`src/sv/skt_pkg.sv`:
```
// ----------------------------------------------------------------------------
// Sparse key table package
// Shared types, codes, sizes and the occupancy priority encoder used by the
// front, queue and back of the sparse key table.
// ----------------------------------------------------------------------------
package skt_pkg;

  // Fixed field widths of the stream payload.
  localparam int KEY_BITS  = 16;
  localparam int DATA_BITS = 32;
  localparam int MARK_BITS = 11;

  // Defaults for the top-level parameters.
  localparam int DEPTH_DEFAULT      = 1024;
  localparam int VALUE_BITS_DEFAULT = 32;

  // Occupancy is kept as rows of 32 flags, one flag per key.
  localparam int OCC_ROW_BITS = 32;
  localparam int OCC_POS_BITS = 5;

  // Depth of the command queue between front and back.
  localparam int QUEUE_DEPTH = 2;

  // Operation codes carried on the input tuser.
  localparam logic FUNC_READ  = 1'b0;
  localparam logic FUNC_WRITE = 1'b1;

  // Command kinds as classified by the front.
  typedef enum logic [2:0] {
    KIND_READ,
    KIND_READ_OOR,
    KIND_WRITE_OOR,
    KIND_SET,
    KIND_DELETE
  } skt_kind_t;

  // One classified command.
  typedef struct packed {
    skt_kind_t             kind;
    logic [KEY_BITS-1:0]   key;
    logic [DATA_BITS-1:0]  value;
  } skt_cmd_t;

  // Back-end sequencer states.
  typedef enum logic [1:0] {
    ST_CLEAR,
    ST_IDLE,
    ST_ACCESS,
    ST_SCAN
  } skt_state_t;

  // Result of the priority encoder over one occupancy row.
  typedef struct packed {
    logic                    found;
    logic [OCC_POS_BITS-1:0] pos;
  } skt_hit_t;

  // Position of the highest set flag in an occupancy row.
  function automatic skt_hit_t highest_set(input logic [OCC_ROW_BITS-1:0] row);
    skt_hit_t res;
    res.found = 1'b0;
    res.pos   = '0;
    for (int i = 0; i < OCC_ROW_BITS; i++) begin
      if (row[i]) begin
        res.found = 1'b1;
        res.pos   = OCC_POS_BITS'(i);
      end
    end
    return res;
  endfunction

endpackage

```
`src/sv/skt_front.sv`:
```
// ----------------------------------------------------------------------------
// Sparse key table front end
// Accepts input transfers and classifies each one into a command kind:
// read, out-of-range read or write, fill, or delete.
// ----------------------------------------------------------------------------
module skt_front #(
  parameter int DEPTH      = skt_pkg::DEPTH_DEFAULT,
  parameter int VALUE_BITS = skt_pkg::VALUE_BITS_DEFAULT
) (
  input  logic                          in_valid,
  output logic                          in_ready,
  input  logic                          func,
  input  logic [skt_pkg::KEY_BITS-1:0]  key,
  input  logic [skt_pkg::DATA_BITS-1:0] write_value,
  input  logic [(VALUE_BITS < skt_pkg::DATA_BITS ? VALUE_BITS
                 : skt_pkg::DATA_BITS)-1:0] empty_value,
  input  logic                          enable,
  input  logic                          q_ready,
  output logic                          q_push,
  output skt_pkg::skt_cmd_t             q_cmd
);

  localparam int SW = (VALUE_BITS < skt_pkg::DATA_BITS) ? VALUE_BITS : skt_pkg::DATA_BITS;

  logic in_range;
  logic is_empty;

  // Accept only after the clearing pass and while the queue has room.
  assign in_ready = enable && q_ready;
  assign q_push   = in_valid && in_ready;

  assign in_range = ({1'b0, key} < (skt_pkg::KEY_BITS + 1)'(DEPTH));
  assign is_empty = (write_value[SW-1:0] == empty_value);

  // Classify the transfer.
  always_comb begin
    q_cmd.key   = key;
    q_cmd.value = write_value;
    if (func == skt_pkg::FUNC_READ) begin
      q_cmd.kind = in_range ? skt_pkg::KIND_READ : skt_pkg::KIND_READ_OOR;
    end else if (!in_range) begin
      q_cmd.kind = skt_pkg::KIND_WRITE_OOR;
    end else begin
      q_cmd.kind = is_empty ? skt_pkg::KIND_DELETE : skt_pkg::KIND_SET;
    end
  end

endmodule

```
`config.mk`:
```
export PLATFORM = sky130hd
export DESIGN_NAME = skt_front
export DESIGN_NICKNAME = d
export VERILOG_FILES = /design/src/sv/skt_pkg.sv /design/src/sv/skt_front.sv
export SDC_FILE = /design/constraint.sdc
export NUM_CORES = 1
export LEC_CHECK = 0
export CORE_AREA = 2 2 53 55
export DETAILED_ROUTE_END_ITERATION = 7
export DIE_AREA = 0 0 55 57
export DONT_BUFFER_PORTS = 1
export PLACE_DENSITY = 0.44
export SLEW_MARGIN = 20
export SYNTH_ARGS = -nofsm -noshare
export SYNTH_HDL_FRONTEND = slang
export SYNTH_SLANG_ARGS = --single-unit
```
`constraint.sdc`:
```
create_clock -name vclk -period 2.38
set_input_delay 0.714 -clock vclk [all_inputs]
set_output_delay 0.714 -clock vclk [all_outputs]
set_load 0.02 [all_outputs]
```
# ---- Yosys cells after proc, flatten, opt, wreduce, memory -nomap -nowiden
# Cells that the tools add are included.
dict set report word_totals {
  output_inout_bits 53
  regBits 0
  in_bits 84
}
dict set report classes {
  eq_ne 1
  order_cmp 1
  muxes 4
  n_reduce_logical 2
}
# cell count
set ops {}
lappend ops {{equality test 32 bit} 1}
lappend ops {{less-than comparator 16 x 11 -> 1 bit (second input constant)} 1}
lappend ops {{two-way mux 3 bit} 3}
lappend ops {{logical AND 1 bit} 2}
lappend ops {{two-way mux 1 bit} 1}

# ---- Longest topological paths before layout
# Gate-level depths: netlist of run 1.
dict set report depth {
  ltp_word 4
  mapped_depth 5
  ltp_nobuf 5
}

# ---- Worst setup path after synthesis of run 1
# OpenSTA, ideal clock, no wires.
dict set report synth_path {
  kind {input-to-output}
  startpoint {input port key[12] in the netlist's numbering}
  endpoint {output port q_cmd[48] in the netlist's numbering}
  arrival_time_ns 1.778
  setup_slack_ns -0.112
  stages 4
  n_path_buf 0
  cell_sequence {or4_4 nor3_4 nand2_1 o21ai_1}
}
# item line_no
set synth_lines {}
lappend synth_lines {{start: declaration} skt_front.sv:13} ;# input logic [skt_pkg::KEY_BITS-1:0] key,
lappend synth_lines {{end: declaration} skt_front.sv:20} ;# output skt_pkg::skt_cmd_t q_cmd

==> results of run 1 <==
## routing by layer
metal | routed length, um | GRT usage, % | up-vias
met1 | 363 | 6.10 | 193
li1 | - | - | 189
met5 | 0 | 0 | -
met2 | 769 | 14.3 | 68
met4 | 28 | 3.48 | 0
met3 | 240 | 2.62 | 8
## cell families (layout without fill, tap and decap cells)
group,after synthesis,in the layout,synth area share [%]
xor gates and xnor gates,32,32,36.1
buffers and inverters,48,3,46.5
and+or+nand+nor,18,18,15.8
AOI/OAI and AO/OA,2,2,1.61
## cells in the final DEF, fill, tap and decap left out
cell type | synthesis | routed
xor2_1 | 32 | 32
o21ai_4 | 0 | 1
or2_2 | 1 | 1
nor4_1 | 8 | 7
nor2_2 | 0 | 1
or4_4 | 1 | 1
nand4_1 | 2 | 2
and3_4 | 0 | 1
and3_1 | 2 | 1
nor3_4 | 1 | 1
nor4_2 | 0 | 1
buf_4 | 48 | 3
a21boi_4 | 0 | 1
nand2_1 | 1 | 1
and2_1 | 1 | 1
## final cells by class
class | count | area [um^2]
multi-input combinational | 52 | 452
tap | 31 | 38.8
timing repair buffer | 3 | 22.5
fill | 302 | 2100
## where the power goes
part	leakage, uW	internal [uW]	switching [uW]	total (uW)
logic	0.000194	32.1	25.8	57.9
clock network	0	0	0	0
registers	0	0	0	0
## through the flow
stage          utilization, %  hold WS [ps]  std cells  cell area [um^2]  setup TNS, ps
2_1_floorplan               -          1540        100               781          -23.5
3_3_place_gp             18.1          1430         85               474           -601
3_5_place_dp             18.1          1430         85               474           -562
4_1_cts                  18.9          1430         85               494           -328
5_1_grt                  19.6          1430         86               513           -648
6_report                 19.6          1430         86               513           -319
## worst paths after layout
path                   startpoint   endpoint
setup / recovery          key[12]  q_cmd[48]
hold / removal    write_value[11]  q_cmd[11]
## repair_timing
item	in CTS	in global routing
pin swaps	3	1
setup endpoints to repair	3	3
buffers inserted	0	1
gates resized for setup	5	2
==> flow_metrics.env, run 1 <==
export IMPL_status="complete, but fails checks"
export IMPL_violations="negative setup slack"
export IMPL_ant_nets=0
export IMPL_yosysMostFrequentCell="buf_4"
export IMPL_cts_hold_buf=0
export IMPL_port_buffers=0
export IMPL_track_usage_pct=7.34
export IMPL_yosysSeqAreaShare_pct=0
export IMPL_grt_pass1_vias=463
export IMPL_critPathKind="primary input to output pin"
export IMPL_p_leak_uw=0.000194
export IMPL_final_setup_viol_count=3
export IMPL_crit_path_end_kind="output pin"
export IMPL_syn_inst=100
export IMPL_core_mm2=0.00262
export IMPL_critical_path_depth=4
export IMPL_vias_per_cell=5.33
export IMPL_slew_headroom_pct=82.1
export IMPL_hp_class="primary input to output pin"
export IMPL_path_cells="or4_4, nor3_4, nand2_1, o21ai_4"
export IMPL_first_iter_violations=2
export IMPL_dp_hpwl_mm=1.28
export IMPL_die_w_um=55
export IMPL_synth_area_leaders="buf_4, xor2_1, nor4_1"
export IMPL_yosys_area_top_type_share_pct=46.5
export IMPL_worstSetupStartpointType="primary input"
export IMPL_cp_arrival_ps=1810
export IMPL_crit_family="simple AND/OR/NAND/NOR gates"
export IMPL_power_density_mw_per_mm2=113
export IMPL_place_congestion=0.595
export IMPL_max_clock_freq_mhz=396
export IMPL_hold_viol_final=0
export IMPL_clkbuf_count=0
export IMPL_avgSynthCellArea_um2=7.76
export IMPL_vias=458
export IMPL_rsz0062_at_grt="yes"
export IMPL_initial_utilization_pct=29.7
export IMPL_finalCritPeriodShare_pct=106
export IMPL_pre_cts_ws_ps=-205
export IMPL_yosysTopAreaCell="buf_4"
export IMPL_path_buf_inv=0
export IMPL_worst_path_max_delay_cell="or4_4"
export IMPL_ir_drop_mv=0.0287
export IMPL_syn_area_um2=776
export IMPL_mappedNetlistNets=184
export IMPL_whs_path_depth=0
export IMPL_required_ps=1670
export IMPL_io_pins=137
export IMPL_fin_ws_ps=-147
export IMPL_synthDistinctLibCells=13
export IMPL_period_minus_slack_ps=2530
export IMPL_ys_warn_count=0
export IMPL_critPathMaxStageDelay_ps=520
export IMPL_grt_max_degree=5
export IMPL_dieHeight_um=57
export IMPL_rows=19
export IMPL_crit_fanout=4
export IMPL_synthToLayoutAreaGrowth_pct=-33.9
export IMPL_drive_above_1_share_pct=20.0
export IMPL_grt_overflow=0
export IMPL_drc_errors=0
export IMPL_drv_slew=0
export IMPL_wire_per_inst_um=16.3
export IMPL_power_total_uw=57.9
export IMPL_die_area_mm2=0.00314
export IMPL_num_nets_final=141
export IMPL_regArea_um2=0
export IMPL_netlist_top_cells_count="buf_4, xor2_1, nor4_1, and3_1, nand4_1"
export IMPL_nFlopsAndLatches=0
export IMPL_grt_pass1_wl_mm=1.79
export IMPL_dr_pass1_iters=2
export IMPL_antenna_found_initial=0
export IMPL_routed_wl_mm=1.40
export IMPL_cap_violations=0
export IMPL_diodes=0
export IMPL_worst_slew_pin_slew_ps=266
Note: power is estimated with default switching activity, not from simulation.
==> inputs of run 2 (changes only) <==
--- a/config.mk
+++ b/config.mk
@@ -14,3 +14,4 @@
 export SYNTH_ARGS = -nofsm -noshare
 export SYNTH_HDL_FRONTEND = slang
 export SYNTH_SLANG_ARGS = --single-unit
+export TNS_END_PERCENT = 50
==> run 2 against run 1 <==
Against the previous run: the flow still finishes with violations (negative setup slack); cell count is 1.2% lower; flip-flop and latch count unchanged; non-clock buffer count decreased by 1; first-iteration DRC count decreased by 50%; worst hold slack unchanged; die area unchanged; critical endpoint is now q_cmd[50].
==> flow_metrics.env, run 2 (synthesis results as in run 1) <==
export IMPL_ir_drop_mv=0.0389
export IMPL_first_iter_violations=1
export IMPL_met2_usage_pct=13.3
export IMPL_slew_headroom_pct=69.8
export IMPL_crit_fanout=3
export IMPL_diodes=0
export IMPL_hold_viol_final=0
export IMPL_stdcell_area_um2=528
export IMPL_critPathMaxStageDelay_ps=260
export IMPL_path_buf_inv=1
export IMPL_crit_family="simple AND/OR/NAND/NOR gates"
export IMPL_placed_area_um2=473
export IMPL_initial_utilization_pct=29.7
export IMPL_ant_nets=0
export IMPL_track_usage_pct=6.41
export IMPL_fin_ws_ps=-144
export IMPL_global_route_usage_met3_pct=2.36
export IMPL_crit_path_start="empty_value[18]"
export IMPL_nFlopsAndLatches=0
export IMPL_pre_cts_ws_ps=-255
export IMPL_regArea_um2=0
export IMPL_die_w_um=55
export IMPL_finalCritPeriodShare_pct=106
export IMPL_grt_overflow=0
export IMPL_wire_per_inst_um=15.9
export IMPL_num_nets_final=140
export IMPL_vias=443
export IMPL_rsz0062_at_grt="yes"
export IMPL_drv_slew=0
export IMPL_grt_pass1_wl_mm=1.55
export IMPL_vias_per_cell=5.21
export IMPL_layout_commonest_cell="xor2_1"
export IMPL_dieHeight_um=57
export IMPL_required_ps=1670
export IMPL_drive_above_1_share_pct=20.4
export IMPL_final_cell_mix="xor2_1, nor4_1, nand4_1, buf_4"
export IMPL_hp_class="primary input to output pin"
export IMPL_worst_slew_pin_slew_ps=452
export IMPL_critical_path_depth=6
export IMPL_place_inst=85
export IMPL_grt_met1_usage_pct=5.14
export IMPL_power_density_mw_per_mm2=121
export IMPL_cp_arrival_ps=1810
export IMPL_io_pins=137
export IMPL_die_area_mm2=0.00314
export IMPL_p_leak_uw=0.000188
export IMPL_final_cells=85
export IMPL_violations="negative setup slack"
export IMPL_path_cells="xor2_4, nor4_4, buf_4, nand4_1, nor2_2, and3_4"
export IMPL_postLayoutCoreUtil_pct=20.2
export IMPL_routed_wl_mm=1.35
export IMPL_clkbuf_count=0
export IMPL_drc_errors=0
export IMPL_status="complete, but fails checks"
export IMPL_port_buffers=0
export IMPL_dr_pass1_iters=2
export IMPL_worst_path_max_delay_cell="nor4_4"
export IMPL_grt_max_degree=5
export IMPL_crit_path_end_kind="output pin"
export IMPL_rows=19
export IMPL_place_congestion=0.579
export IMPL_antenna_found_initial=0
export IMPL_cap_violations=0
export IMPL_crit_path_end="q_cmd[50]"
export IMPL_period_minus_slack_ps=2520
export IMPL_max_clock_freq_mhz=396
export IMPL_top_usage_layer="met2"
export IMPL_core_mm2=0.00262
export IMPL_critPathKind="primary input to output pin"
export IMPL_grt_pass1_vias=405
export IMPL_final_setup_viol_count=3
export IMPL_worstSetupStartpointType="primary input"
export IMPL_synthToLayoutAreaGrowth_pct=-31.9
export IMPL_dp_hpwl_mm=1.20
export IMPL_finalHoldWorstSlack_ps=1430
-- run 2: timing repair --
| action | 4_1_cts | 5_1_grt |
|---|---|---|
| hold buffers | 0 | 0 |
| pin swaps | 1 | 0 |
| resized for setup | 5 | 5 |
| buffers inserted | 0 | 0 |
| endpoints found under the setup margin | 3 | 3 |
-- run 2: routing by layer --
metal  up-vias  part of all wire, %  wire, um
met5         -                    0         0
met4         0                  1.3        17
met3         4                   18       242
met2        69                   55       746
met1       184                   25       341
li1        186                    -         -
-- run 2: worst min path at each step --
stage                         from         to  cells after the start
floorplan           write_value[0]   q_cmd[0]                      1
global placement            key[4]  q_cmd[36]                      0
detailed placement          key[4]  q_cmd[36]                      0
CTS                         key[4]  q_cmd[36]                      0
global route                key[5]  q_cmd[37]                      0
finish                      key[6]  q_cmd[38]                      0
-- run 2: report_power, final --
| part | switching (uW) | total [uW] | internal, uW |
|---|---|---|---|
| logic | 30.0 | 64.0 | 34.0 |
| clock network | 0 | 0 | 0 |
| registers | 0 | 0 | 0 |
-- run 2: stage by stage --
| step | setup TNS (ps) | total power [uW] |
|---|---|---|
| 2_1_floorplan | -41.6 | 165 |
| 3_3_place_gp | -575 | 52.7 |
| 3_5_place_dp | -677 | 55.0 |
| 4_1_cts | -510 | 56.7 |
| 5_1_grt | -704 | 72.6 |
| 6_report | -342 | 64.0 |
-- run 2: cell type report --
cell class / count / area, um^2
Multi-Input combinational cell: 52 / 474
Tap cell: 31 / 38.8
Fill cell: 304 / 2090
Timing Repair Buffer: 2 / 15.0
==> inputs of run 3 (changes only) <==
--- a/config.mk
+++ b/config.mk
@@ -5,11 +5,12 @@
 export SDC_FILE = /design/constraint.sdc
 export NUM_CORES = 1
 export LEC_CHECK = 0
-export CORE_AREA = 2 2 53 55
+export ABC_AREA = 1
+export CORE_AREA = 2 2 52 54
 export DETAILED_ROUTE_END_ITERATION = 7
-export DIE_AREA = 0 0 55 57
+export DIE_AREA = 0 0 54 56
 export DONT_BUFFER_PORTS = 1
-export PLACE_DENSITY = 0.44
+export PLACE_DENSITY = 0.53
 export SLEW_MARGIN = 20
 export SYNTH_ARGS = -nofsm -noshare
 export SYNTH_HDL_FRONTEND = slang
==> run 3 against run 2 <==
Against the previous run: core utilization increased by 6.8 points; fmax increased by 12%; worst hold slack unchanged; count of clock-buffer cells in the layout unchanged; highest routed layer unchanged; critical path depth increased by 1; critical endpoint unchanged; the run now ends clean; via count increased by 56%; cell area increased by 24%; synthesized cell count increased by 73%.
==> flow_metrics.env, run 3 <==
export IMPL_grt_overflow=0
export IMPL_io_pins=137
export IMPL_die_w_um=54
export IMPL_stdcell_area_um2=657
export IMPL_regArea_um2=0
export IMPL_cts_hold_buf=0
export IMPL_grt_pass1_vias=664
export IMPL_ant_nets=0
export IMPL_grt_pass1_wl_mm=2.10
export IMPL_synthDistinctLibCells=8
export IMPL_port_buffers=0
export IMPL_hold_viol_final=0
export IMPL_hp_class="primary input to output pin"
export IMPL_ys_warn_count=0
export IMPL_crit_path_end_kind="output pin"
export IMPL_worst_slew_pin_slew_ps=372
export IMPL_first_iter_violations=1
export IMPL_avgSynthCellArea_um2=5.52
export IMPL_critPathMaxStageDelay_ps=180
export IMPL_num_nets_final=211
export IMPL_layout_commonest_cell="nand2_1"
export IMPL_setup_tns_final_ps=0
export IMPL_crit_family="simple AND/OR/NAND/NOR gates"
export IMPL_multi_input_area_um2=518
export IMPL_synth_area_leaders="buf_4, nand2_1, xnor2_1"
export IMPL_routed_wl_mm=1.59
export IMPL_worst_path_max_delay_cell="nor2_4"
export IMPL_place_congestion=0.637
export IMPL_yosysSeqAreaShare_pct=0
export IMPL_ir_drop_mv=0.0449
export IMPL_pre_cts_ws_ps=79.7
export IMPL_antenna_found_initial=0
export IMPL_netlist_top_cells_count="nand2_1, buf_4, inv_1, xnor2_1, nor2_1"
export IMPL_yosysMostFrequentCell="nand2_1"
export IMPL_finalHoldWorstSlack_ps=1430
export IMPL_core_mm2=0.00243
export IMPL_path_buf_inv=0
export IMPL_yosys_area_top_type_share_pct=37.7
export IMPL_n_fill_cell=284
export IMPL_initial_utilization_pct=39.2
export IMPL_place_inst=155
export IMPL_nFlopsAndLatches=0
export IMPL_rows=18
export IMPL_worstSetupStartpointType="primary input"
export IMPL_cap_violations=0
export IMPL_drive_above_1_share_pct=5.60
export IMPL_placed_area_um2=632
export IMPL_yosysTopAreaCell="buf_4"
export IMPL_vias_per_cell=4.47
export IMPL_syn_area_um2=955
export IMPL_critPathKind="primary input to output pin"
export IMPL_power_density_mw_per_mm2=121
export IMPL_synthToLayoutAreaGrowth_pct=-31.2
export IMPL_period_minus_slack_ps=2250
export IMPL_fin_ws_ps=127
export IMPL_diodes=0
export IMPL_drv_slew=0
export IMPL_vias=693
export IMPL_final_cell_mix="nand2_1, inv_1, xnor2_1"
export IMPL_dieHeight_um=56
export IMPL_die_area_mm2=0.00302
export IMPL_drc_errors=0
export IMPL_final_setup_viol_count=0
export IMPL_syn_inst=173
export IMPL_wire_per_inst_um=10.2
export IMPL_mappedNetlistNets=257
export IMPL_track_usage_pct=8.48
export IMPL_clkbuf_count=0
export IMPL_dr_pass1_iters=2
export IMPL_required_ps=1670
export IMPL_cp_arrival_ps=1540
export IMPL_final_cells=155
export IMPL_path_cells="xnor2_1, nand2_1, nor2_1, nand2_1, nor2_4, nand3_4, nor2_4"
export IMPL_p_leak_uw=0.000352
export IMPL_finalCritPeriodShare_pct=94.7
export IMPL_status="completed"
export IMPL_grt_max_degree=4
export IMPL_crit_fanout=2
export IMPL_slew_headroom_pct=75.1
export IMPL_max_clock_freq_mhz=444
export IMPL_dp_hpwl_mm=1.47
[run 3: changes by cell type after synthesis, moves of 2 or more]
cell and delta:
nand4_1 -2, nor2_1 +11, xnor2_1 +21, and3_1 -2
inv_1 +27, nor2_2 +3, nor4_1 -8, xor2_1 -32
nand2_1 +59
[run 3: cell type report]
| cell class | count | share of cell area, % |
|---|---|---|
| Inverter | 27 | 15.4 |
| Multi-Input combinational cell | 98 | 78.9 |
| Tap cell | 30 | 5.71 |
[run 3: layer usage]
metal	global-route usage [%]	routed length, um	up-vias
li1	-	-	350
met1	6.09	431	273
met2	19.3	869	64
met3	1.08	245	6
met4	2.86	40	0
met5	0	0	-
[run 3: power breakdown]
group	internal [uW]	total [uW]	switching, uW	leakage [uW]
Clock	0	0	0	0
Combinational	43.0	79.2	36.2	0.000352
Sequential	0	0	0	0
Total	43.0	79.2	36.2	0.000352
[run 3: worst paths after layout]
check | depth (start not counted) | endpoint | from | slack, ps
setup / recovery | 7 | q_cmd[50] | empty_value[0] | 130
hold / removal | 0 | q_cmd[35] | key[3] | 1430
[run 3: metrics by stage]
step	power [uW]	util, %
6_report	79.2	27.0
5_1_grt	93.5	27.0
4_1_cts	79.8	26.0
3_5_place_dp	79.6	26.0
3_3_place_gp	76.9	26.0
2_1_floorplan	191	-
[run 3: repair_timing]
item,in CTS,in global routing
setup endpoints to repair,0,2
buffers inserted,0,0
resized for setup,0,6
[run 3: cell families (layout without fill, tap and decap cells)]
| logic type | count (synthesis) | in the layout | share of synthesized area (%) |
|---|---|---|---|
| XOR/XNOR | 21 | 21 | 19.3 |
| buffers and inverters | 75 | 27 | 48.4 |
| AND/OR/NAND/NOR | 77 | 77 | 32.4 |
