==> src/sv/skt_pkg.sv <==
// ----------------------------------------------------------------------------
// Sparse key table package
// Shared types, codes, sizes and the occupancy priority encoder used by the
// front, queue and back of the sparse key table.
// ----------------------------------------------------------------------------
package skt_pkg;

  // Fixed field widths of the stream payload.
  localparam int KEY_BITS  = 16;
  localparam int DATA_BITS = 32;
  localparam int MARK_BITS = 11;

  // Defaults for the top-level parameters.
  localparam int DEPTH_DEFAULT      = 1024;
  localparam int VALUE_BITS_DEFAULT = 32;

  // Occupancy is kept as rows of 32 flags, one flag per key.
  localparam int OCC_ROW_BITS = 32;
  localparam int OCC_POS_BITS = 5;

  // Depth of the command queue between front and back.
  localparam int QUEUE_DEPTH = 2;

  // Operation codes carried on the input tuser.
  localparam logic FUNC_READ  = 1'b0;
  localparam logic FUNC_WRITE = 1'b1;

  // Command kinds as classified by the front.
  typedef enum logic [2:0] {
    KIND_READ,
    KIND_READ_OOR,
    KIND_WRITE_OOR,
    KIND_SET,
    KIND_DELETE
  } skt_kind_t;

  // One classified command.
  typedef struct packed {
    skt_kind_t             kind;
    logic [KEY_BITS-1:0]   key;
    logic [DATA_BITS-1:0]  value;
  } skt_cmd_t;

  // Back-end sequencer states.
  typedef enum logic [1:0] {
    ST_CLEAR,
    ST_IDLE,
    ST_ACCESS,
    ST_SCAN
  } skt_state_t;

  // Result of the priority encoder over one occupancy row.
  typedef struct packed {
    logic                    found;
    logic [OCC_POS_BITS-1:0] pos;
  } skt_hit_t;

  // Position of the highest set flag in an occupancy row.
  function automatic skt_hit_t highest_set(input logic [OCC_ROW_BITS-1:0] row);
    skt_hit_t res;
    res.found = 1'b0;
    res.pos   = '0;
    for (int i = 0; i < OCC_ROW_BITS; i++) begin
      if (row[i]) begin
        res.found = 1'b1;
        res.pos   = OCC_POS_BITS'(i);
      end
    end
    return res;
  endfunction

endpackage

==> src/sv/skt_queue.sv <==
// ----------------------------------------------------------------------------
// Sparse key table command queue
// A short FIFO of classified commands that lets the front and the back
// stall independently.
// ----------------------------------------------------------------------------
module skt_queue (
  input  logic              clk,
  input  logic              rst_n,
  input  logic              push,
  input  skt_pkg::skt_cmd_t push_cmd,
  output logic              push_ready,
  input  logic              pop,
  output logic              pop_valid,
  output skt_pkg::skt_cmd_t pop_cmd
);

  localparam int PW = (skt_pkg::QUEUE_DEPTH > 1) ? $clog2(skt_pkg::QUEUE_DEPTH) : 1;
  localparam int CW = $clog2(skt_pkg::QUEUE_DEPTH + 1);

  skt_pkg::skt_cmd_t slot_r [skt_pkg::QUEUE_DEPTH];
  logic [PW-1:0] wr_ptr_r, wr_ptr_nxt;
  logic [PW-1:0] rd_ptr_r, rd_ptr_nxt;
  logic [CW-1:0] count_r, count_nxt;

  assign push_ready = (count_r != CW'(skt_pkg::QUEUE_DEPTH));
  assign pop_valid  = (count_r != '0);
  assign pop_cmd    = slot_r[rd_ptr_r];

  // Pointer and fill-count update.
  always_comb begin
    wr_ptr_nxt = wr_ptr_r;
    rd_ptr_nxt = rd_ptr_r;
    count_nxt  = count_r;
    if (push) begin
      wr_ptr_nxt = (wr_ptr_r == PW'(skt_pkg::QUEUE_DEPTH - 1)) ? '0 : wr_ptr_r + PW'(1);
    end
    if (pop) begin
      rd_ptr_nxt = (rd_ptr_r == PW'(skt_pkg::QUEUE_DEPTH - 1)) ? '0 : rd_ptr_r + PW'(1);
    end
    if (push && !pop) begin
      count_nxt = count_r + CW'(1);
    end else if (pop && !push) begin
      count_nxt = count_r - CW'(1);
    end
  end

  always_ff @(posedge clk) begin
    if (!rst_n) begin
      wr_ptr_r <= '0;
      rd_ptr_r <= '0;
      count_r  <= '0;
    end else begin
      wr_ptr_r <= wr_ptr_nxt;
      rd_ptr_r <= rd_ptr_nxt;
      count_r  <= count_nxt;
    end
  end

  // Command storage.
  always_ff @(posedge clk) begin
    if (push) begin
      slot_r[wr_ptr_r] <= push_cmd;
    end
  end

endmodule

==> config.mk <==
export PLATFORM = sky130hd
export DESIGN_NAME = skt_queue
export DESIGN_NICKNAME = d
export VERILOG_FILES = /design/src/sv/skt_pkg.sv /design/src/sv/skt_queue.sv
export SDC_FILE = /design/constraint.sdc
export NUM_CORES = 1
export LEC_CHECK = 0
export CORE_UTILIZATION = 40
export CTS_CLUSTER_SIZE = 30
export DETAILED_ROUTE_END_ITERATION = 8
export DONT_BUFFER_PORTS = 1
export PLACE_DENSITY = 0.68
export RECOVER_POWER = 100
export SLEW_MARGIN = 25
export SYNTH_ARGS = -nofsm -noshare
export SYNTH_HDL_FRONTEND = slang
export SYNTH_SLANG_ARGS = --single-unit
export TNS_END_PERCENT = 100
==> constraint.sdc <==
create_clock -name clk -period 2.8 [get_ports clk]
set_input_delay 0 -clock clk [delete_from_list [all_inputs] [get_ports clk]]
set_output_delay 0 -clock clk [all_outputs]
set_load 0.02 [all_outputs]
# Yosys cells after proc, flatten, opt, wreduce, memory -nomap -nowiden
# Memories as Yosys holds them, arrays and structs flattened. A register that Yosys moved wholly into a read port is not among the register bits.
# Index checks and enable logic that the tools add are counted.
[op_classes]
eq_ne = 1
n_addsub = 4
mux = 8
n_reduce_logical = 6
[op_table]
columns = ["operator", "n"]
rows = [
  ["1-bit 2-to-1 mux", 6],
  ["2-bit 2-to-1 mux", 2],
  ["2-bit nonzero test", 2],
  ["1-bit adder, second input constant", 2],
  ["2-bit by 1-bit adder with 2-bit output, second input constant", 1],
  ["1-bit logical AND", 2],
  ["1-bit zero test", 2],
  ["2-bit != test, second input constant", 1],
  ["2-bit by 1-bit subtractor with 2-bit output, second input constant", 1],
]
[word_totals]
ram_bits = 102
elab_cells = 23
reg_bits = 4
n_memories = 1
[memory_table]
columns = ["memory", "depth", "width", "rd", "rd_clocked_by_memory_dff", "wr", "line", "source"]
rows = [
  ["slot_r", 2, 51, 1, 1, 1, "skt_queue.sv:20", "skt_pkg::skt_cmd_t slot_r [skt_pkg::QUEUE_DEPTH];"],
]

# Longest topological paths before layout
# Gate-level depths: netlist (run 1).
[depth]
ltp_word = 4
mapped_depth = 5
mapped_depth_nobuf = 5

# Worst setup path before layout (run 1)
# Ideal clock, no wire load.
[synth_path]
path_kind = "reg-to-reg"
start = "register wr_ptr_r"
end = "memory slot_r[0][0] (netlist name), enable pin"
setup_slack_ns = -0.273
required_time_ns = 2.333
arrival_ns = 2.606
n_path_buf = 0
period_less_slack_ns = 3.073
path_stages_with_launch = 2
cell_sequence = "dfxtp_1 nor2b_1"
[synth_lines]
columns = ["element", "line", "source"]
rows = [
  ["start, declared", "skt_queue.sv:21", "logic [PW-1:0] wr_ptr_r, wr_ptr_nxt;"],
  ["start signal, assigned", "skt_queue.sv:53", "wr_ptr_r <= wr_ptr_nxt;"],
  ["end, declared", "skt_queue.sv:20", ""],
]
# Straight into the memory's write port.

# Final worst setup path (run 1)
[layout_path]
start = "register wr_ptr_r"
end = "memory slot_r[1][2] (netlist name), enable pin"
# Straight into the memory's write port.

==> results of run 1 <==
layout by cell type (no fill, tap or decap), drive strengths merged, types with 2 or more instances in the layout:
cell type and instances:
edfxtp 102, dlygate4sd3 54, mux2 51, clkbuf 14, dfxtp 5, and2 4
xor2 2, bufinv 2, clkinv 2, nor2b 2
sequential cells by signal, summed over array words and instances (netlist names), named ones only:
register / count
rd_ptr_r: 1
count_r: 2
slot_r: 102
wr_ptr_r: 1
cell type report:
type                       count  share of cell area
inverter                       1           0.0007823
timing repair buffer          58              0.1168
clock buffer                  11             0.02738
tap                          129             0.03364
multi-input combinational     67              0.1455
antenna                        1           0.0005215
clock inverter                 5             0.01617
sequential                   107              0.6592
path summary, 6_finish.rpt:
check,startpoint,to,cells after the start
max,wr_ptr_r,slot_r[1][2],2
min,push,count_r[1],3
max reg2reg,wr_ptr_r,slot_r[1][2],2
min reg2reg,count_r[1],count_r[1],2
cell families after synthesis:
group / Yosys count
DFF: 107
xor gates and xnor gates: 3
buffers and inverters: 7
adders and majority gates: 1
AOI/OAI and AO/OA: 3
and+or+nand+nor: 9
muxes: 51
worst max-delay path, stage by stage (launching register included):
cell	delay, ns
dfxtp_1	0.40
and2_2	0.55
clkbuf_1	0.72
stage by stage:
step | setup WS (ns) | hold slack [ns]
finish | 0.7446 | 0.03063
global route | 0.5534 | 0.04266
CTS | 0.8788 | 0.002456
detailed placement | 1.098 | 0.09893
global placement | 1.179 | 0.09895
floorplan | 0.7131 | 0.09887
layer usage:
layer | GRT usage | up-vias | share of wire
met4 | 0.05686 | 0 | 0.017
met1 | 0.1424 | 899 | 0.41
met3 | 0.04092 | 12 | 0.060
met2 | 0.2318 | 63 | 0.52
li1 | - | 832 | -
met5 | 0 | - | 0
where the power goes:
part	internal (W)	switching, W	total [W]
Clock	0.000502	0.000480	0.000982
Sequential	0.00184	0.0000256	0.00187
Combinational	0.000125	0.000226	0.000351
repair_timing:
| item | CTS | global route |
|---|---|---|
| buffers inserted | 0 | 0 |
| hold endpoints to repair | 107 | 0 |
| hold buffers | 54 | 0 |
==> flow_summary_export.csv, run 1 <==
group,metric,value,unit
finish,area_delta_synth_final,22.48,%
sta,timing.final.crit_share,0.7341,
finish,nFillCells,779,
sta,hold_viol_final,0,
synth,async_flop_share,0,
synth,synth_top_family_by_area,"multiplexers",
synth,synth_cell_types,17,
power,p_per_area,667.7,mW/mm^2
cts,cts_max_level,3,
power,ir_worst_vdd,0.0003253,V
floorplan,fp.dieW,101.0,um
sta,finalMaxSlewViolations,0,
synth,synthAdderAreaFrac,0.003194,
synth,synthMuxAreaShare,0.1466,
synth,synth_ff_type,"edfxtp_1",
synth,ys_seq_area_frac,0.8074,
synth,yosys-top-cells-area,"edfxtp_1 78%, mux2_1 15%, dfxtp_1 2.6%",
drt,drt-initial-drc-count,35,
critical_path,worstSetupStartpointType,"flop",
placed_design,portBuffers,0,
power,finalPower,0.003204,W
cts,cts_sinks,107,
synth,yosysWarnings,0,
finish,multi_input_area,698.2,sq um
sta,clock-skew-final,0.01114,ns
grt,grt_pass1_vias,1878,
synth,netlist_area,0.003918,sq mm
drt,dr_total_vias,1806,
sta,fin_tns_setup,0,ns
synth,synthXorXnorAreaFrac,0.006707,
cts,cts.clk_slew.worst_paths,0.09,ns
power,power_leakage,1.599,nW
drt,post_drt_wl_per_cell,16.88,um
synth,synthSimpleGateAreaFrac,0.01437,
cts,clock_latency,0.35,ns
grt,antenna_found_initial,1,
finish,final_util,0.5120,
sta,relSlewSlack,0.4142,
worst_hold_path,min_path_type,"in2reg",
drt,ant_nets,0,
cts,cts_tree,"done",
placed_design,place_area,0.004070,sq mm
floorplan,num_io_pins,108,
finish,stdcell_count,379,
synth,synth.avg_cell_area,21.64,sq um
sta,max_freq,486.5,MHz
floorplan,rows,35,
critical_path,cp_max_fo,24,
drt,drc_errors,0,
floorplan,die-area,0.01019,sq mm
finish,fin_area,0.004798,sq mm
drt,first_pass_iters,3,
synth,synth_area_leader_cell,"edfxtp_1",
placed_design,post-place-cells,308,
grt,overflow,0,
cts,cts_made_buffers,9,
sta,period_minus_slack,2.055,ns
critical_path,cp.required,2.78,ns
synth,synth_edf_count,102,
cts,cts.path.max_buffers,2,
drt,routed_wl,6399,um
grt,grtUsageTotal,0.1301,
critical_path,critPathCaptureType,"flop",
finish,final_net_count,300,
cts,post_cts_resize_count,0,
critical_path,worstSetupPathType,"reg2reg",
synth,synthCells,181,
grt,grt_max_degree,43,
synth,ys_seq_elements,107,
job,cap_violations,0,
critical_path,r2r_slack,0.74,ns
finish,final_layout_size_suffix_gt1_frac,0.07229,
cts,ctsRootBufferMaster,"clkbuf_8",
critical_path,crit_arrival,2.03,ns
sta,grt_setup_unrepaired,"no",
finish,seqCellArea,0.003163,sq mm
outcome,status,"finished clean",
synth,synth_top_area_frac,0.7819,
synth,netlist_top_cells_count,"102 x edfxtp_1, 51 x mux2_1, 5 x buf_6, 5 x dfxtp_1, 4 x and2_1",
synth,synth_compound_area_frac,0.005110,
synth,synth_nets,237,
placed_design,gp_congestion,0.6486,
sta,tightest_slew,0.8788,ns
synth,synth_most_common_cell,"edfxtp_1",
floorplan,start_util,0.4180,
floorplan,dieHeight,101.0,um
drt,viasPerCell,4.765,
floorplan,core,0.009371,sq mm
sta,setup_viol,0,
grt,grt_first_pass_wirelength,9549,um
(Power assumes the default switching activity.)
==> inputs of run 2 (changes only) <==
--- a/config.mk
+++ b/config.mk
@@ -9,7 +9,7 @@
 export CTS_CLUSTER_SIZE = 30
 export DETAILED_ROUTE_END_ITERATION = 8
 export DONT_BUFFER_PORTS = 1
-export PLACE_DENSITY = 0.68
+export PLACE_DENSITY = 0.66
 export RECOVER_POWER = 100
 export SLEW_MARGIN = 25
 export SYNTH_ARGS = -nofsm -noshare
==> constraint.sdc (replaced) <==
create_clock -name clk -period 2.07 [get_ports clk]
set_input_delay 0 -clock clk [delete_from_list [all_inputs] [get_ports clk]]
set_output_delay 0 -clock clk [all_outputs]
set_load 0.02 [all_outputs]
==> run 2 against run 1 <==
  * Core utilization up 0.25 points
  * Cell area up 0.50%
  * Via count down 1.6%
  * Non-clock buffer count up 2
  * Global-route usage down 0.23 points
  * Combinational power up 40%
  * Critical path type is now reg2out
  * Power up 31%
  * Clock power up 21%
  * Clock skew about the same
  * Sequential cell count unchanged
==> flow_summary_export.csv, run 2 (synthesized netlist as in run 1, its figures left out) <==
group,metric,value,unit
sta,finalMaxSlewViolations,0,
floorplan,rows,35,
floorplan,num_io_pins,108,
sta,clock-skew-final,0.01101,ns
worst_hold_path,holdPathStages,4,
critical_path,cp_num_buf_inv,1,
placed_design,portBuffers,0,
floorplan,start_util,0.4180,
grt,busiest_layer,"met2",
cts,post-cts-setup-buffers,0,
cts,ctsRootBufferMaster,"clkbuf_8",
power,power_leakage,1.598,nW
sta,period_minus_slack,1.810,ns
drt,ant_nets,0,
finish,final_layout_size_suffix_gt1_frac,0.07600,
sta,tightest_slew,1.026,ns
critical_path,r2r_end,"slot_r[1][3]",
power,p_per_area,871.1,mW/mm^2
sta,grt_setup_unrepaired,"no",
critical_path,max_stage_delay,0.60,ns
floorplan,dieHeight,101.0,um
sta,hold_viol_final,0,
finish,final_cell_mix,"102 x edfxtp_1, 55 x dlygate4sd3_1, 51 x mux2_1",
placed_design,place_area,0.004103,sq mm
cts,ctsHoldBuffers,55,
drt,routed_wl,6207,um
cts,cts.path.max_buffers,2,
critical_path,cp_max_fo,51,
power,power_switching,0.0009737,W
worst_hold_path,worstHoldEndpoint,"count_r[1]",
worst_hold_path,min-delay-start,"pop",
grt,grtUsageMet2,0.2123,
critical_path,crit_arrival,1.81,ns
drt,drc_errors,0,
job,cap_violations,0,
finish,area_delta_synth_final,23.09,%
finish,stdcell_count,380,
critical_path,critPathCaptureType,"primary output",
critical_path,critPathTopFamily,"buffers and inverters",
placed_design,place_worst_setup_slack,0.6257,ns
finish,nFillCells,785,
critical_path,r2r_slack,0.32,ns
power,p_comb_frac,0.117,
sta,timing.final.crit_share,0.8744,
power,p_int,0.003227,W
cts,cts_tree,"done",
cts,post_cts_resize_count,0,
critical_path,cp.required,2.07,ns
outcome,status,"finished clean",
finish,largest-register,"slot_r",
grt,grt_max_degree,52,
critical_path,worstSetupPathType,"reg2out",
drt,dr_total_vias,1778,
critical_path,timing.rr.start,"wr_ptr_r",
grt,antenna_found_initial,1,
drt,viasPerCell,4.679,
floorplan,die-area,0.01019,sq mm
finish,final_net_count,302,
placed_design,gp_congestion,0.5889,
sta,fin_tns_setup,0,ns
cts,cts.clk_slew.worst_paths,0.10,ns
sta,setup_slack,0.2600,ns
grt,overflow,0,
grt,grt_pass1_vias,1851,
cts,clock_latency,0.35,ns
power,switching_share,0.2318,
finish,final_common_cell,"edfxtp_1",
power,clock_power_share,0.283,
placed_design,place_hpwl,3675,um
sta,relSlewSlack,0.3159,
drt,first_pass_iters,4,
critical_path,reg2regPathDepth,2,
critical_path,worstSetupStartpointType,"flop",
sta,setup_viol,0,
finish,fin_area,0.004822,sq mm
floorplan,core,0.009371,sq mm
grt,grtUsageMet1,0.1466,
floorplan,fp.dieW,101.0,um
power,pwr-share-seq,0.600,
critical_path,critical-path-slowest-cell,"clkbuf_4",
cts,cts_made_buffers,9,
drt,post_drt_wl_per_cell,16.33,um
cts,cts_max_level,3,
cts,cts_sinks,107,
placed_design,post-place-cells,309,
grt,grt_first_pass_wirelength,9315,um
sta,max_freq,552.5,MHz
finish,largest_reg_flops,102,
drt,drt-initial-drc-count,45,
finish,reg_top3,"slot_r: 102 flops, count_r: 2 flops",
grt,grt_use_met3,0.04577,
grt,grtUsageTotal,0.1278,
power,ir_worst_vdd,0.0003950,V
critical_path,path_cells,"clkbuf_4 > mux2_1",
worst_hold_path,min_path_type,"in2reg",
sta,hold_ws,0.07276,ns
==> run 2: area by class of cell <==
class	instances	area, sq um	share of cell area
Inverter	1	3.754	0.0007784
Multi-Input combinational cell	67	696.9	0.1445
Clock inverter	4	52.55	0.01090
Sequential cell	107	3164	0.6562
Tap cell	129	161.4	0.03347
Timing Repair Buffer	60	609.3	0.1264
Antenna cell	1	2.502	0.0005189
Clock buffer	11	131.4	0.02724
==> run 2: power groups by stage <==
stage | registers, W | clock network (W) | logic, W
3_3_place_gp | 0.00257 | 0 | 0.000409
3_5_place_dp | 0.00257 | 0 | 0.000409
5_1_grt | 0.00253 | 0.00132 | 0.000527
2_1_floorplan | 0.00257 | 0 | 0.000355
4_1_cts | 0.00252 | 0.00124 | 0.000510
6_report | 0.00252 | 0.00119 | 0.000493
==> run 2: worst max-delay path by stage <==
stage / start / to / slack (ns) / cells past startpoint
after detailed placement: wr_ptr_r / slot_r[1][10] / 0.63 / 2
after global routing: flop / pop_cmd[2] / 0.15 / 2
after floorplan: wr_ptr_r / slot_r[1][0] / 0.05 / 1
after CTS: wr_ptr_r / wr_ptr_r / 0.38 / 4
after global placement: wr_ptr_r / slot_r[1][10] / 0.64 / 2
final: flop / pop_cmd[28] / 0.26 / 2
==> run 2: worst min-delay path, delay by kind of cell <==
family / cells / cell delay [ns]
simple gates: 1 / 0.11
compound gates: 1 / 0.07
buf+inv: 1 / 0.04
fa+ha+maj: 1 / 0.16
==> run 2: metal layers <==
layer	wire [um]	vias up
met5	0	-
met4	56	0
met3	409	5
met2	3112	62
met1	2628	878
li1	-	833
==> run 2: stage by stage <==
stage,power [W],utilization
after floorplan,0.002921,-
after global placement,0.002977,0.4378
final,0.004201,0.5146
after global routing,0.004381,0.5146
after detailed placement,0.002981,0.4378
after CTS,0.004273,0.5162
==> inputs of run 3 (changes only) <==
--- a/config.mk
+++ b/config.mk
@@ -9,6 +9,7 @@
 export CTS_CLUSTER_SIZE = 30
 export DETAILED_ROUTE_END_ITERATION = 8
 export DONT_BUFFER_PORTS = 1
+export MAX_ROUTING_LAYER = met4
 export PLACE_DENSITY = 0.66
 export RECOVER_POWER = 100
 export SLEW_MARGIN = 25
==> run 3 against run 2 <==
  * Die area is the same
  * Power is essentially flat
  * Sequential cell count is the same
  * Cell area is the same
  * Clock skew grew 0.0016 ns
  * First-iteration DRC count shrank 6.7%
  * Core utilization is the same
  * Global-route usage grew 0.34 points
  * Fmax is essentially flat
  * Sequential share of layout area is the same
  * Setup slack gained 0.00065 ns
  * Largest cell class unchanged
==> flow_summary_export.csv, run 3 (synthesized netlist as in run 1, its figures left out) <==
group,metric,value,unit
drt,drt-initial-drc-count,42,
sta,clock-skew-final,0.01262,ns
sta,max_freq,552.7,MHz
outcome,status,"finished clean",
sta,setup_viol,0,
cts,post_cts_resize_count,0,
critical_path,r2r_slack,0.31,ns
power,power_leakage,1.598,nW
drt,ant_nets,0,
floorplan,fp.dieW,101.0,um
placed_design,place_hpwl,3675,um
critical_path,max_stage_delay,0.60,ns
critical_path,cp_max_fo,51,
finish,final_cell_mix,"102 x edfxtp_1, 55 x dlygate4sd3_1, 51 x mux2_1",
finish,reg_top3,"slot_r: 102 flops, count_r: 2 flops",
grt,grt_pass1_vias,1863,
drt,routed_wl,6222,um
sta,finalMaxSlewViolations,0,
drt,viasPerCell,4.689,
drt,first_pass_iters,3,
power,ir_worst_vdd,0.0003950,V
floorplan,num_io_pins,108,
grt,antenna_found_initial,1,
grt,grt_max_degree,52,
finish,final_util,0.5146,
cts,ctsHoldBuffers,55,
floorplan,core,0.009371,sq mm
finish,area_delta_synth_final,23.09,%
placed_design,gp_congestion,0.5923,
drt,post_drt_wl_per_cell,16.37,um
floorplan,start_util,0.4180,
finish,final_net_count,302,
critical_path,worstSetupStartpointType,"flop",
sta,period_minus_slack,1.809,ns
drt,dr_total_vias,1782,
cts,cts_max_level,3,
sta,grt_setup_unrepaired,"no",
cts,cts_tree,"done",
grt,grt_first_pass_wirelength,9301,um
drt,drc_errors,0,
worst_hold_path,min_path_type,"in2reg",
critical_path,timing.rr.start,"wr_ptr_r",
critical_path,critPathCaptureType,"primary output",
sta,timing.final.crit_share,0.8741,
critical_path,critical-path-slowest-cell,"clkbuf_4",
sta,hold_viol_final,0,
cts,cts.path.max_buffers,2,
cts,post-cts-setup-buffers,0,
cts,ctsRootBufferMaster,"clkbuf_8",
job,cap_violations,0,
critical_path,worstSetupPathType,"reg2out",
grt,overflow,0,
grt,grtUsageTotal,0.1313,
critical_path,cp.required,2.07,ns
critical_path,r2r_end,"slot_r[1][3]",
finish,largest_reg_flops,102,
sta,fin_tns_setup,0,ns
finish,largest-register,"slot_r",
cts,cts_made_buffers,9,
critical_path,path_cells,"clkbuf_4 > mux2_1",
critical_path,cp_num_buf_inv,1,
cts,cts_sinks,107,
placed_design,portBuffers,0,
sta,relSlewSlack,0.3160,
floorplan,rows,35,
floorplan,dieHeight,101.0,um
critical_path,reg2regPathDepth,2,
power,p_per_area,871.1,mW/mm^2
critical_path,cp_num_cells,2,
power,finalPower,0.004201,W
critical_path,crit_arrival,1.81,ns
cts,cts.clk_slew.worst_paths,0.10,ns
cts,clock_latency,0.35,ns
critical_path,critical_path.endpoint,"pop_cmd[28]",
finish,final_layout_size_suffix_gt1_frac,0.07600,
finish,final_common_cell,"edfxtp_1",
floorplan,die-area,0.01019,sq mm
sta,tightest_slew,1.026,ns
critical_path,critPathTopFamily,"buffers and inverters",
## run 3: report_power, final
group | leakage (nW) | internal, W | switching (W)
Sequential | 0.999 | 0.00249 | 0.0000259
Clock | 0.0817 | 0.000554 | 0.000633
Combinational | 0.517 | 0.000179 | 0.000315
Total | 1.60 | 0.00323 | 0.000974
## run 3: worst register-to-register path, delay by kind of cell, from the launching register on
kind / cells / cell delay, ns
flip-flops: 1 / 0.40
buffers and inverters: 1 / 0.26
AND/OR/NAND/NOR: 1 / 0.80
## run 3: metal layers
metal	wire [um]	GRT usage
met5	0	-
met2	3128	0.2123
met3	398	0.04161
met4	56	0.06355
met1	2639	0.1479
## run 3: cell type report
class	instances	area (sq um)
multi-input cells	67	696.9
inverters	1	3.754
clock inverters	4	52.55
flip-flops and latches	107	3164
diodes	1	2.502
well taps	129	161.4
fillers	785	4549
clock buffers	11	131.4
repair buffers	60	609.3
## run 3: per-stage QoR
stage          setup WS, ns  std cells  hold slack, ns  instance area, sq um
2_1_floorplan       0.05152        181         0.09887                  3925
3_3_place_gp         0.6402        309         0.09895                  4103
3_5_place_dp         0.6257        309         0.09893                  4103
4_1_cts              0.3816        379         0.03656                  4837
5_1_grt              0.1506        380         0.06863                  4822
6_report             0.2606        380         0.07120                  4822
## run 3: worst min-delay path by stage
| stage | startpoint | to | slack [ns] | cells after the start |
|---|---|---|---|---|
| 6_report | pop | count_r[1] | 0.07 | 4 |
| 5_1_grt | pop | count_r[1] | 0.07 | 4 |
| 4_1_cts | pop | count_r[1] | 0.04 | 4 |
| 3_5_place_dp | push_cmd[32] | slot_r[1][32] | 0.1 | 0 |
| 3_3_place_gp | push_cmd[20] | slot_r[0][20] | 0.1 | 0 |
| 2_1_floorplan | push_cmd[0] | slot_r[0][0] | 0.1 | 0 |
